===== src/rtl/core/sqrot_pkg.sv =====
// ----------------------------------------------------------------------------
// sqrot_pkg
// Shared types and constants for the square tile rotation unit.
// ----------------------------------------------------------------------------
package sqrot_pkg;

  // Default tile edge limit and element width.
  localparam int MAX_EDGE_DEF   = 64;
  localparam int ELEM_WIDTH_DEF = 16;

  // Width of the tile size register and its value after reset.
  localparam int               CFG_W         = 7;
  localparam logic [CFG_W-1:0] TILE_SIZE_RST = 7'd64;

  // Depth of the command queue between the front and the back.
  localparam int QUEUE_DEPTH = 2;

  // Control bits that go with each command.
  typedef struct packed {
    logic emit;      // a result is produced for this beat
    logic tile_end;  // the result is the last element of its tile
  } cmd_ctl_t;

endpackage


===== src/rtl/core/sqrot_front.sv =====
// ----------------------------------------------------------------------------
// sqrot_front
// Accepts input beats, tracks the write position and bank, and builds one
// command per beat with the write address, the rotated read address and flags.
// ----------------------------------------------------------------------------
module sqrot_front #(
  parameter int MAX_EDGE   = sqrot_pkg::MAX_EDGE_DEF,
  parameter int ELEM_WIDTH = sqrot_pkg::ELEM_WIDTH_DEF
) (
  input  logic                                clk,
  input  logic                                rst_n,
  // Configuration write.
  input  logic                                cfg_we,
  input  logic [sqrot_pkg::CFG_W-1:0]         cfg_data,
  // Input channel.
  input  logic                                in_valid,
  output logic                                in_ready,
  input  logic [ELEM_WIDTH-1:0]               in_pixel,
  // Command output to the queue.
  input  logic                                q_full,
  output logic                                cmd_push,
  output sqrot_pkg::cmd_ctl_t                 cmd_ctl,
  output logic [2*$clog2(MAX_EDGE):0]         cmd_wr_addr,
  output logic [2*$clog2(MAX_EDGE):0]         cmd_rd_addr,
  output logic [ELEM_WIDTH-1:0]               cmd_data
);
  import sqrot_pkg::*;

  localparam int RC_W = $clog2(MAX_EDGE);
  localparam int SW   = (CFG_W > RC_W + 1) ? CFG_W : RC_W + 1;

  // Last valid row or column index for a tile size, with zero taken as one
  // and large sizes clipped to the edge limit.
  function automatic logic [RC_W-1:0] last_of(input logic [CFG_W-1:0] ts);
    logic [SW-1:0] e;
    begin
      e = SW'(ts);
      if (ts == '0) begin
        last_of = '0;
      end else if (e > SW'(MAX_EDGE)) begin
        last_of = RC_W'(MAX_EDGE - 1);
      end else begin
        last_of = RC_W'(e - SW'(1));
      end
    end
  endfunction

  logic [RC_W-1:0] last_r, last_nxt;
  logic [RC_W-1:0] row_r, row_nxt;
  logic [RC_W-1:0] col_r, col_nxt;
  logic            bank_r, bank_nxt;
  logic            full_r, full_nxt;
  logic            accept;
  logic            col_wrap;
  logic            row_wrap;
  logic [RC_W-1:0] src_row;

  assign in_ready = !q_full;
  assign accept   = in_valid && in_ready;

  // Position bookkeeping.
  assign col_wrap = (col_r == last_r);
  assign row_wrap = (row_r == last_r);

  always_comb begin
    last_nxt = last_r;
    row_nxt  = row_r;
    col_nxt  = col_r;
    bank_nxt = bank_r;
    full_nxt = full_r;
    if (cfg_we) begin
      last_nxt = last_of(cfg_data);
      row_nxt  = '0;
      col_nxt  = '0;
      full_nxt = 1'b0;
    end else if (accept) begin
      if (!col_wrap) begin
        col_nxt = col_r + RC_W'(1);
      end else begin
        col_nxt = '0;
        if (!row_wrap) begin
          row_nxt = row_r + RC_W'(1);
        end else begin
          row_nxt  = '0;
          bank_nxt = !bank_r;
          full_nxt = 1'b1;
        end
      end
    end
  end

  always_ff @(posedge clk) begin
    if (!rst_n) begin
      last_r <= last_of(TILE_SIZE_RST);
      row_r  <= '0;
      col_r  <= '0;
      bank_r <= 1'b0;
      full_r <= 1'b0;
    end else begin
      last_r <= last_nxt;
      row_r  <= row_nxt;
      col_r  <= col_nxt;
      bank_r <= bank_nxt;
      full_r <= full_nxt;
    end
  end

  // Command build: the output at (r, c) comes from (n-1-c, r) of the held tile.
  assign src_row          = last_r - col_r;
  assign cmd_push         = accept;
  assign cmd_ctl.emit     = full_r;
  assign cmd_ctl.tile_end = col_wrap && row_wrap;
  assign cmd_wr_addr      = {bank_r, row_r, col_r};
  assign cmd_rd_addr      = {!bank_r, src_row, row_r};
  assign cmd_data         = in_pixel;

endmodule


===== config.mk =====
export PLATFORM = sky130hd
export DESIGN_NAME = sqrot_front
export DESIGN_NICKNAME = d
export VERILOG_FILES = /design/src/rtl/core/sqrot_pkg.sv /design/src/rtl/core/sqrot_front.sv
export SDC_FILE = /design/constraint.sdc
export NUM_CORES = 1
export LEC_CHECK = 0
export ABC_AREA = 0
export BUFFER_PORTS_ARGS = -buffer_cell sky130_fd_sc_hd__buf_2
export CAP_MARGIN = 20
export CORE_AREA = 2 2 58 66
export CTS_BUF_LIST = sky130_fd_sc_hd__clkbuf_8 sky130_fd_sc_hd__clkbuf_16
export DETAILED_ROUTE_END_ITERATION = 16
export DIE_AREA = 0 0 60 68
export GPL_TIMING_DRIVEN = 0
export MAX_ROUTING_LAYER = met4
export PLACE_DENSITY = 0.78
export SYNTH_ARGS = -nofsm -noshare
export SYNTH_HDL_FRONTEND = slang
export SYNTH_SLANG_ARGS = --single-unit

===== constraint.sdc =====
create_clock -name clk -period 2.7 [get_ports clk]
set_input_delay 0.405 -clock clk [delete_from_list [all_inputs] [get_ports clk]]
set_output_delay 0.405 -clock clk [all_outputs]
set_load 0.005 [all_outputs]

==> flow_summary.yaml <==
outcome:
  status: "complete, no violations"
die:
  initial_core_util: 0.433
  die_h_um: 68
  io_pins: 74
  fp-row-count: 23
  dieArea_mm2: 0.00408
  fp.dieW_um: 60
  core_mm2: 0.00348
critical_path:
  critPathKind: "reg2out"
  crit_family: "simple AND/OR/NAND/NOR gates"
  r2r_slack_ns: 0.47
  cp-end-kind: "output port"
  slowest_stage: "dfxtp_1"
  critPathMaxFanout: 6
  cp.required_ns: 2.30
  cp-start-kind: "register"
  crit_chain: "inv_1 -> ha_1 -> and3_1 -> nand4_1 -> nor4_1 -> buf_2"
  critPathLaunch: "col_r[2]$_SDFFE_PP0N_"
  cp_data_arrival_time_ns: 2.09
  reg2reg_from: "col_r[3]$_SDFFE_PP0N_"
  critPathBufInv: 2
  crit_path_max_incr_delay_ns: 0.38
finish:
  layout_common_cells: "55 x buf_2, 24 x buf_4, 22 x inv_1"
  antenna_cells: 0
  drive_gt1_frac: 0.344
  nNetsFinal: 286
  area_delta_synth_final_pct: 26.0
  final_common_cell: "buf_2"
clock_tree:
  post_cts_buffers: 0
  cts_sinks: 20
  root_buffer: "clkbuf_8"
  cts_resized: 0
  clk_latency_ns: 0.26
  cts_tree: "built"
  cts_hold_buf: 0
  cts.clk_slew.worst_paths_ns: 0.07
  cts-htree-levels: 1
  cts_max_path_buffers: 2
  numCtsBuffers: 3
global_routing:
  grt_pass1_wl_um: 5160
  antenna_found_initial: 0
  grt_overflow: 0
  grt_usage: 0.171
  grt_pass1_vias: 1282
  grt_max_degree: 12
worst_hold_path:
  min-delay-start: "rst_n"
  hp-class: "in2reg"
synthesis:
  yosysUniqueCellTypes: 37
  synth_fp_nets: 226
  synth_area_mm2: 0.00151
  postSynthCellCount: 188
  ys_async_sr_fraction: 0
  synth_ff_type: "dfxtp_1"
  ys_ff_latch: 20
  ys_seq_area_frac: 0.265
  synth_edf_count: 0
  synth.avg_cell_area_um2: 8.03
  ys_warn_count: 0
placed_design:
  post-dp-hpwl_um: 2600
  io_buffers: 55
  place.gp.congestion: 0.825
pwr:
  p_leak_nw: 0.917
  powerDensity_mw_per_mm2: 350
  vdd_drop_max_mv: 0.171
sta:
  hold_viol_final: 0
  report.final.slew_viol_count: 0
  holdWs_ns: 0.458
  fmax_mhz: 401
  layout_min_cycle_time_ns: 2.50
  finalCritPeriodShare: 0.924
  worstMarginPinSlew_ns: 0.730
  setup_tns_ns: 0
  rsz0062_at_grt: "no"
  fin_skew_ns: 0.00200
  setup_violations: 0
  slew_headroom: 0.509
detailed_routing:
  viasPerCell: 4.82
  wire_per_inst_um: 10.6
  firstDrtPassIters: 4
  post-route-drc-count: 0
  wl_um: 3150
  drt_iter0_drc: 40
  antenna_left: 0
  via_count: 1432
run:
  timing.max_cap.violations: 0
## layer usage
metal	vias to the layer above	global-route usage	routed length, µm
li1	738	-	-
met1	635	0.186	1350
met2	53	0.296	1580
met3	6	0.0246	137
met4	0	0.0917	72
met5	-	-	0
## synthesized netlist by cell type (4+ instances only)
cell type	instances	area share
o21ai_0	11	0.036
inv_1	22	0.055
xnor2_1	14	0.081
dfxtp_1	20	0.27
nor2_1	11	0.027
xor2_1	5	0.029
a21oi_1	9	0.030
or3_1	5	0.021
buf_4	24	0.12
a21o_1	4	0.020
ha_1	9	0.075
nand4_1	5	0.021
nand2_1	7	0.017
nor4_1	5	0.021
## per-stage QoR
stage / cells / cell area, µm² / setup slack, ns / util / power, mW
6_report: 297 / 1900 / 0.205 / 0.546 / 0.666
5_1_grt: 297 / 1900 / 0.109 / 0.546 / 0.704
4_1_cts: 297 / 1900 / 0.268 / 0.546 / 0.675
3_5_place_dp: 293 / 1850 / 0.523 / 0.530 / 0.447
3_3_place_gp: 293 / 1850 / 0.500 / 0.530 / 0.443
2_1_floorplan: 188 / 1510 / 0.762 / - / 0.400
## report_power, final
part | switching (mW) | internal, mW | leakage, nW
clock | 0.0961 | 0.130 | 0.0288
sequential | 0.00755 | 0.302 | 0.163
combinational | 0.0631 | 0.0677 | 0.725
total | 0.167 | 0.499 | 0.917
## registers in the layout, indices dropped and copies added (netlist names)
signal / cells
full_r: 1
bank_r: 1
col_r: 6
row_r: 6
last_r: 6
## kinds of logic after synthesis
group	Yosys count	synth area share
multiplexers	2	0.0133
XOR/XNOR	19	0.110
AO/OA/AOI/OAI	35	0.143
flip-flops	20	0.265
buffers and inverters	50	0.189
AND/OR/NAND/NOR	49	0.171
adder cells (fa/ha/maj)	13	0.108
## final timing paths
check | cells after the start | end
hold / removal | 2 | last_r[0]$_SDFFE_PN1P_
hold reg to reg | 2 | bank_r$_SDFFE_PN0P_
setup reg to reg | 7 | row_r[1]$_SDFFE_PP0P_
setup / recovery | 6 | cmd_ctl[0]
## worst register-to-register path, cell delays in order (launching register included)
cell and delay (ns):
dfxtp_1 0.36, inv_1 0.09, ha_1 0.34, nand2_1 0.12
or3_1 0.33, buf_6 0.15, o31ai_1 0.60, nor2_1 0.11
## cell type report
type                    count  area [µm²]
plain buffers              28         203
clock buffers               4        55.1
fillers                   349        1580
inverters                  22        82.6
multi-input cells         118         823
flip-flops and latches     20         400
well taps                  50        62.6
repair buffers             55         275
Note: power is estimated with default switching activity, not from simulation.
