**src/rtl/core/sqrot_pkg.sv**
```systemverilog
// ----------------------------------------------------------------------------
// sqrot_pkg
// Shared types and constants for the square tile rotation unit.
// ----------------------------------------------------------------------------
package sqrot_pkg;

  // Default tile edge limit and element width.
  localparam int MAX_EDGE_DEF   = 64;
  localparam int ELEM_WIDTH_DEF = 16;

  // Width of the tile size register and its value after reset.
  localparam int               CFG_W         = 7;
  localparam logic [CFG_W-1:0] TILE_SIZE_RST = 7'd64;

  // Depth of the command queue between the front and the back.
  localparam int QUEUE_DEPTH = 2;

  // Control bits that go with each command.
  typedef struct packed {
    logic emit;      // a result is produced for this beat
    logic tile_end;  // the result is the last element of its tile
  } cmd_ctl_t;

endpackage

```
**src/rtl/core/sqrot_queue.sv**
```systemverilog
// ----------------------------------------------------------------------------
// sqrot_queue
// Short register FIFO that carries commands from the front to the back.
// ----------------------------------------------------------------------------
module sqrot_queue #(
  parameter int WIDTH = 8
) (
  input  logic             clk,
  input  logic             rst_n,
  input  logic             push,
  input  logic [WIDTH-1:0] push_data,
  output logic             full,
  input  logic             pop,
  output logic             pop_valid,
  output logic [WIDTH-1:0] pop_data
);
  import sqrot_pkg::*;

  localparam int PW = (QUEUE_DEPTH > 1) ? $clog2(QUEUE_DEPTH) : 1;
  localparam int CW = $clog2(QUEUE_DEPTH + 1);

  logic [WIDTH-1:0] slot_r [QUEUE_DEPTH];
  logic [PW-1:0]    wr_ptr_r, wr_ptr_nxt;
  logic [PW-1:0]    rd_ptr_r, rd_ptr_nxt;
  logic [CW-1:0]    count_r, count_nxt;
  logic             do_push;
  logic             do_pop;

  assign full      = (count_r == CW'(QUEUE_DEPTH));
  assign pop_valid = (count_r != '0);
  assign pop_data  = slot_r[rd_ptr_r];
  assign do_push   = push && !full;
  assign do_pop    = pop && pop_valid;

  // Pointer and fill count update.
  always_comb begin
    wr_ptr_nxt = wr_ptr_r;
    rd_ptr_nxt = rd_ptr_r;
    count_nxt  = count_r;
    if (do_push) begin
      wr_ptr_nxt = (wr_ptr_r == PW'(QUEUE_DEPTH - 1)) ? '0 : wr_ptr_r + PW'(1);
    end
    if (do_pop) begin
      rd_ptr_nxt = (rd_ptr_r == PW'(QUEUE_DEPTH - 1)) ? '0 : rd_ptr_r + PW'(1);
    end
    if (do_push && !do_pop) begin
      count_nxt = count_r + CW'(1);
    end else if (do_pop && !do_push) begin
      count_nxt = count_r - CW'(1);
    end
  end

  always_ff @(posedge clk) begin
    if (!rst_n) begin
      wr_ptr_r <= '0;
      rd_ptr_r <= '0;
      count_r  <= '0;
    end else begin
      wr_ptr_r <= wr_ptr_nxt;
      rd_ptr_r <= rd_ptr_nxt;
      count_r  <= count_nxt;
    end
  end

  // Storage.
  always_ff @(posedge clk) begin
    if (do_push) begin
      slot_r[wr_ptr_r] <= push_data;
    end
  end

`ifndef SYNTHESIS
  // The fill count never passes the depth.
  a_count_bound: assert property (@(posedge clk) disable iff (!rst_n)
    count_r <= CW'(QUEUE_DEPTH))
    else $error("queue count above depth");

  // A push that meets a full queue would drop a command.
  a_no_drop: assert property (@(posedge clk) disable iff (!rst_n)
    push |-> !full)
    else $error("command pushed into full queue");
`endif

endmodule

```
**config.mk**
```make
export PLATFORM = sky130hd
export DESIGN_NAME = sqrot_queue
export DESIGN_NICKNAME = d
export VERILOG_FILES = /design/src/rtl/core/sqrot_pkg.sv /design/src/rtl/core/sqrot_queue.sv
export SDC_FILE = /design/constraint.sdc
export NUM_CORES = 1
export LEC_CHECK = 0
export BUFFER_PORTS_ARGS = -buffer_cell sky130_fd_sc_hd__buf_2
export CORE_MARGIN = 2
export CORE_UTILIZATION = 30
export CTS_CLUSTER_DIAMETER = 50
export DETAILED_ROUTE_END_ITERATION = 10
export HOLD_SLACK_MARGIN = 0.02
export SLEW_MARGIN = 10
export SYNTH_ARGS = -nofsm -noshare
export SYNTH_HDL_FRONTEND = slang
export SYNTH_SLANG_ARGS = --single-unit
export TNS_END_PERCENT = 1
```
**constraint.sdc**
```tcl
create_clock -name clk -period 1.6 [get_ports clk]
set_clock_uncertainty 0.15 [all_clocks]
set_input_delay 0.32 -clock clk [delete_from_list [all_inputs] [get_ports clk]]
set_output_delay 0.32 -clock clk [all_outputs]
set_load 0.01 [all_outputs]
```
==> out/results.txt <==
average footprint of a synthesized cell: 15.80 sq um
unrepaired setup endpoints after global routing: true
number of buffers inserted during clock tree synthesis: 3
Area Overhead vs Synth: 40.06%
CTS clk-pin slew, worst paths: 120 ps
final worst-path cycle share: 105.6%
Worst Path Max Fanout: 8
post-layout instance count excluding filler cells: 110
global-route usage over all layers: 8.753%
overall power after layout: 1746 uW
Pins Over Slew Limit: 0
Initial DRC Count: 6
minimum setup slack in the final design: -89.88 ps
layout net count: 94
HPWL reported at the end of detailed placement: 920.1 microns
via count of the first global-routing pass: 494
VDD IR-drop max: 784.2 uV
Storage cell area: 586.8 sq um
data required time of the worst path: 1130 ps
top cells by count, synth: sky130_fd_sc_hd__edfxtp_1, sky130_fd_sc_hd__mux2_2, sky130_fd_sc_hd__dfxtp_1
Top Family by Delay on Critical Path: flip-flops
ports placed on the boundary: 22
height of the chip: 55.83 microns
die footprint: 0.003116 sq mm
summed instance area of the synthesized netlist: 805.8 sq um
floorplan core area: 0.002522 sq mm
actual transition at the worst max-transition pin: 189.4 ps
share of flip-flops with an asynchronous set or reset after synthesis: 0%
count of port buffers added during placement: 21
worst path bufs/invs: 2
share of final-layout standard cells stronger than drive strength 1: 60.00%
placed inst area: 0.001002 sq mm
sequential element share of the synthesized area: 72.05%
antenna viol nets, final: 0
clock period minus worst slack: 1690 ps
clock tree from TritonCTS: yes
slowest cell on the critical path: sky130_fd_sc_hd__dfxtp_2
Synth top area share: 59.63%
area occupied by multi-input gates: 257.7 sq um
critical-path cell list: buf_12 -> mux2_4 -> buf_6
Syn Nets: 64
P_leak: 0.0004713 uW
most area-hungry cell type in the Yosys netlist: sky130_fd_sc_hd__edfxtp_1
total of hold buffers inserted after clock tree synthesis: 0
effective utilization at floorplan: 31.94%
leading register cell type out of synthesis: sky130_fd_sc_hd__edfxtp_1
die outline width: 55.83 microns
count of final setup violators: 9
RD Place Congestion: 0.6830
worst min-delay path category: input port to register
wire length of the first global-routing pass: 2.104 mm
average vias per placed instance: 4.300
timing-limited maximum frequency: 0.5918 GHz
cell types occupying the most area after synthesis: sky130_fd_sc_hd__edfxtp_1, sky130_fd_sc_hd__dfxtp_1, sky130_fd_sc_hd__mux2_2
count of maximum capacitance violations: 0
warning count from the yosys run: 0
register-to-register path setup slack: -20 ps
total global routing overflow: 0
final antenna diode count: 0
Post-synth EDFFs: 16
Startpoint Class: register
final hold violations: 0
library cell with the highest instance count after synthesis: sky130_fd_sc_hd__edfxtp_1
design area: 0.001129 sq mm
Fin Hold WS: 53.81 ps
filler instances: 234
worst rel slew slack: 87.24%
antenna violations before repair: 0
cell count after synthesis: 51
type of the setup path with the least slack: register to primary output
number of different library cells in the post-synthesis netlist: 17
count of clock tree sinks: 21
number of register bits inferred by synthesis: 21
CTS HTree Levels: 1
total number of vias: 473
Critical Path End Type: primary output
failing checks: negative setup slack
clock insertion delay at the later pin of the skew report: 300 ps
drt drc: 0
pin count of the biggest net entering global routing: 13
Critical Path AT: 1220 ps
total iterations of the first detailed-routing run: 4
Largest stage delay, worst path: 360 ps
total length of routed wires: 1.284 mm
cell at the root of the clock tree: sky130_fd_sc_hd__clkbuf_4
number of standard-cell rows in the floorplan: 18
power density of the placed cells: 1547 mW/mm^2
largest buffer count on any clock path: 2
placed insts: 106
status: complete, but fails checks
per-cell routed wire length: 11.67 microns
## final cells by class
class | instances | area share (%)
Sequential cell | 21 | 52.00
Multi-Input combinational cell | 26 | 22.84
Timing Repair Buffer | 26 | 18.18
Tap cell | 30 | 3.326
Clock buffer | 3 | 1.996
Inverter | 3 | 1.220
Clock inverter | 1 | 0.4435
## timing repair
action                     in CTS  in global routing
buffers inserted                0                  0
setup endpoints to repair       9                  9
pin swaps                       0                  0
resized for setup              19                  5
## cells by family (layout without fill, tap and decap cells)
| family | count (synthesis) | count (layout) | share of synthesized area, % |
|---|---|---|---|
| muxes | 8 | 8 | 11.18 |
| DFF | 21 | 21 | 72.05 |
| adders and majority gates | 1 | 1 | 1.553 |
| xor gates and xnor gates | 3 | 3 | 3.261 |
| buffers and inverters | 4 | 33 | 2.018 |
| AOI/OAI and AO/OA | 5 | 5 | 3.727 |
| and+or+nand+nor | 9 | 9 | 6.213 |
## routing by layer
layer / vias to the layer above / part of all wire (%) / track usage, %
met3: 0 / 5.8 / 2.558
met2: 15 / 52 / 15.82
li1: 242 / - / -
met4: 0 / 0 / 3.061
met1: 216 / 42 / 9.749
met5: - / 0 / 0
## worst register-to-register path: stages, from the launching register on
cell and delay, ps:
sky130_fd_sc_hd__dfxtp_4 370, sky130_fd_sc_hd__nand2b_4 150, sky130_fd_sc_hd__inv_4 60, sky130_fd_sc_hd__nor2_2 30, sky130_fd_sc_hd__ha_1 280, sky130_fd_sc_hd__or3_4 390, sky130_fd_sc_hd__a21oi_2 120
## per-stage QoR
| step | TNS (ps) | worst slack (ps) | util, % |
|---|---|---|---|
| 6_report | -711.0 | -89.88 | 44.74 |
| 5_1_grt | -1046 | -127.3 | 44.74 |
| 4_1_cts | -792.6 | -98.68 | 44.10 |
| 3_5_place_dp | -36.00 | -36.00 | 39.73 |
| 3_3_place_gp | 0 | 10.95 | 39.73 |
| 2_1_floorplan | 0 | 14.10 | - |
## state kept, by name, indices dropped and copies added (netlist names), named ones only
| name | count |
|---|---|
| count_r | 2 |
| slot_r | 16 |
| rd_ptr_r | 1 |
| wr_ptr_r | 1 |
## placed cells by master, fill, tap and decap left out
| master | instances |
|---|---|
| sky130_fd_sc_hd__inv_4 | 1 |
| sky130_fd_sc_hd__dfxtp_2 | 2 |
| sky130_fd_sc_hd__o21ai_0 | 1 |
| sky130_fd_sc_hd__or3_4 | 1 |
| sky130_fd_sc_hd__a21oi_2 | 1 |
| sky130_fd_sc_hd__nand2b_4 | 1 |
| sky130_fd_sc_hd__xor2_1 | 3 |
| sky130_fd_sc_hd__and3_1 | 1 |
| sky130_fd_sc_hd__a21boi_0 | 1 |
| sky130_fd_sc_hd__clkbuf_4 | 3 |
| sky130_fd_sc_hd__edfxtp_1 | 16 |
| sky130_fd_sc_hd__o21a_1 | 1 |
| sky130_fd_sc_hd__or2_2 | 1 |
| sky130_fd_sc_hd__inv_1 | 2 |
| sky130_fd_sc_hd__o21ai_1 | 1 |
| sky130_fd_sc_hd__nor2_1 | 3 |
| sky130_fd_sc_hd__ha_1 | 1 |
| sky130_fd_sc_hd__dfxtp_1 | 2 |
| sky130_fd_sc_hd__clkinv_2 | 1 |
| sky130_fd_sc_hd__buf_12 | 1 |
| sky130_fd_sc_hd__nor2_2 | 1 |
| sky130_fd_sc_hd__nor3_2 | 1 |
| sky130_fd_sc_hd__mux2_4 | 8 |
| sky130_fd_sc_hd__buf_4 | 4 |
| sky130_fd_sc_hd__dfxtp_4 | 1 |
| sky130_fd_sc_hd__buf_6 | 8 |
| sky130_fd_sc_hd__buf_2 | 13 |
## power by group
part / switching [uW] / leakage (uW) / internal, uW
Clock: 149 / 0.0000177 / 92.9
Sequential: 58.3 / 0.000192 / 706
Combinational: 297 / 0.000262 / 442
Total: 505 / 0.000471 / 1240
## path summary, 6_finish.rpt
kind | startpoint | end | cells after the start
setup / recovery | register | pop_data[4] | 3
hold / removal | push_data[6] | slot_r[0][6] | 1
setup reg to reg | count_r[0] | count_r[1] | 6
hold reg to reg | rd_ptr_r | rd_ptr_r | 2
Note: power is estimated with default switching activity, not from simulation.
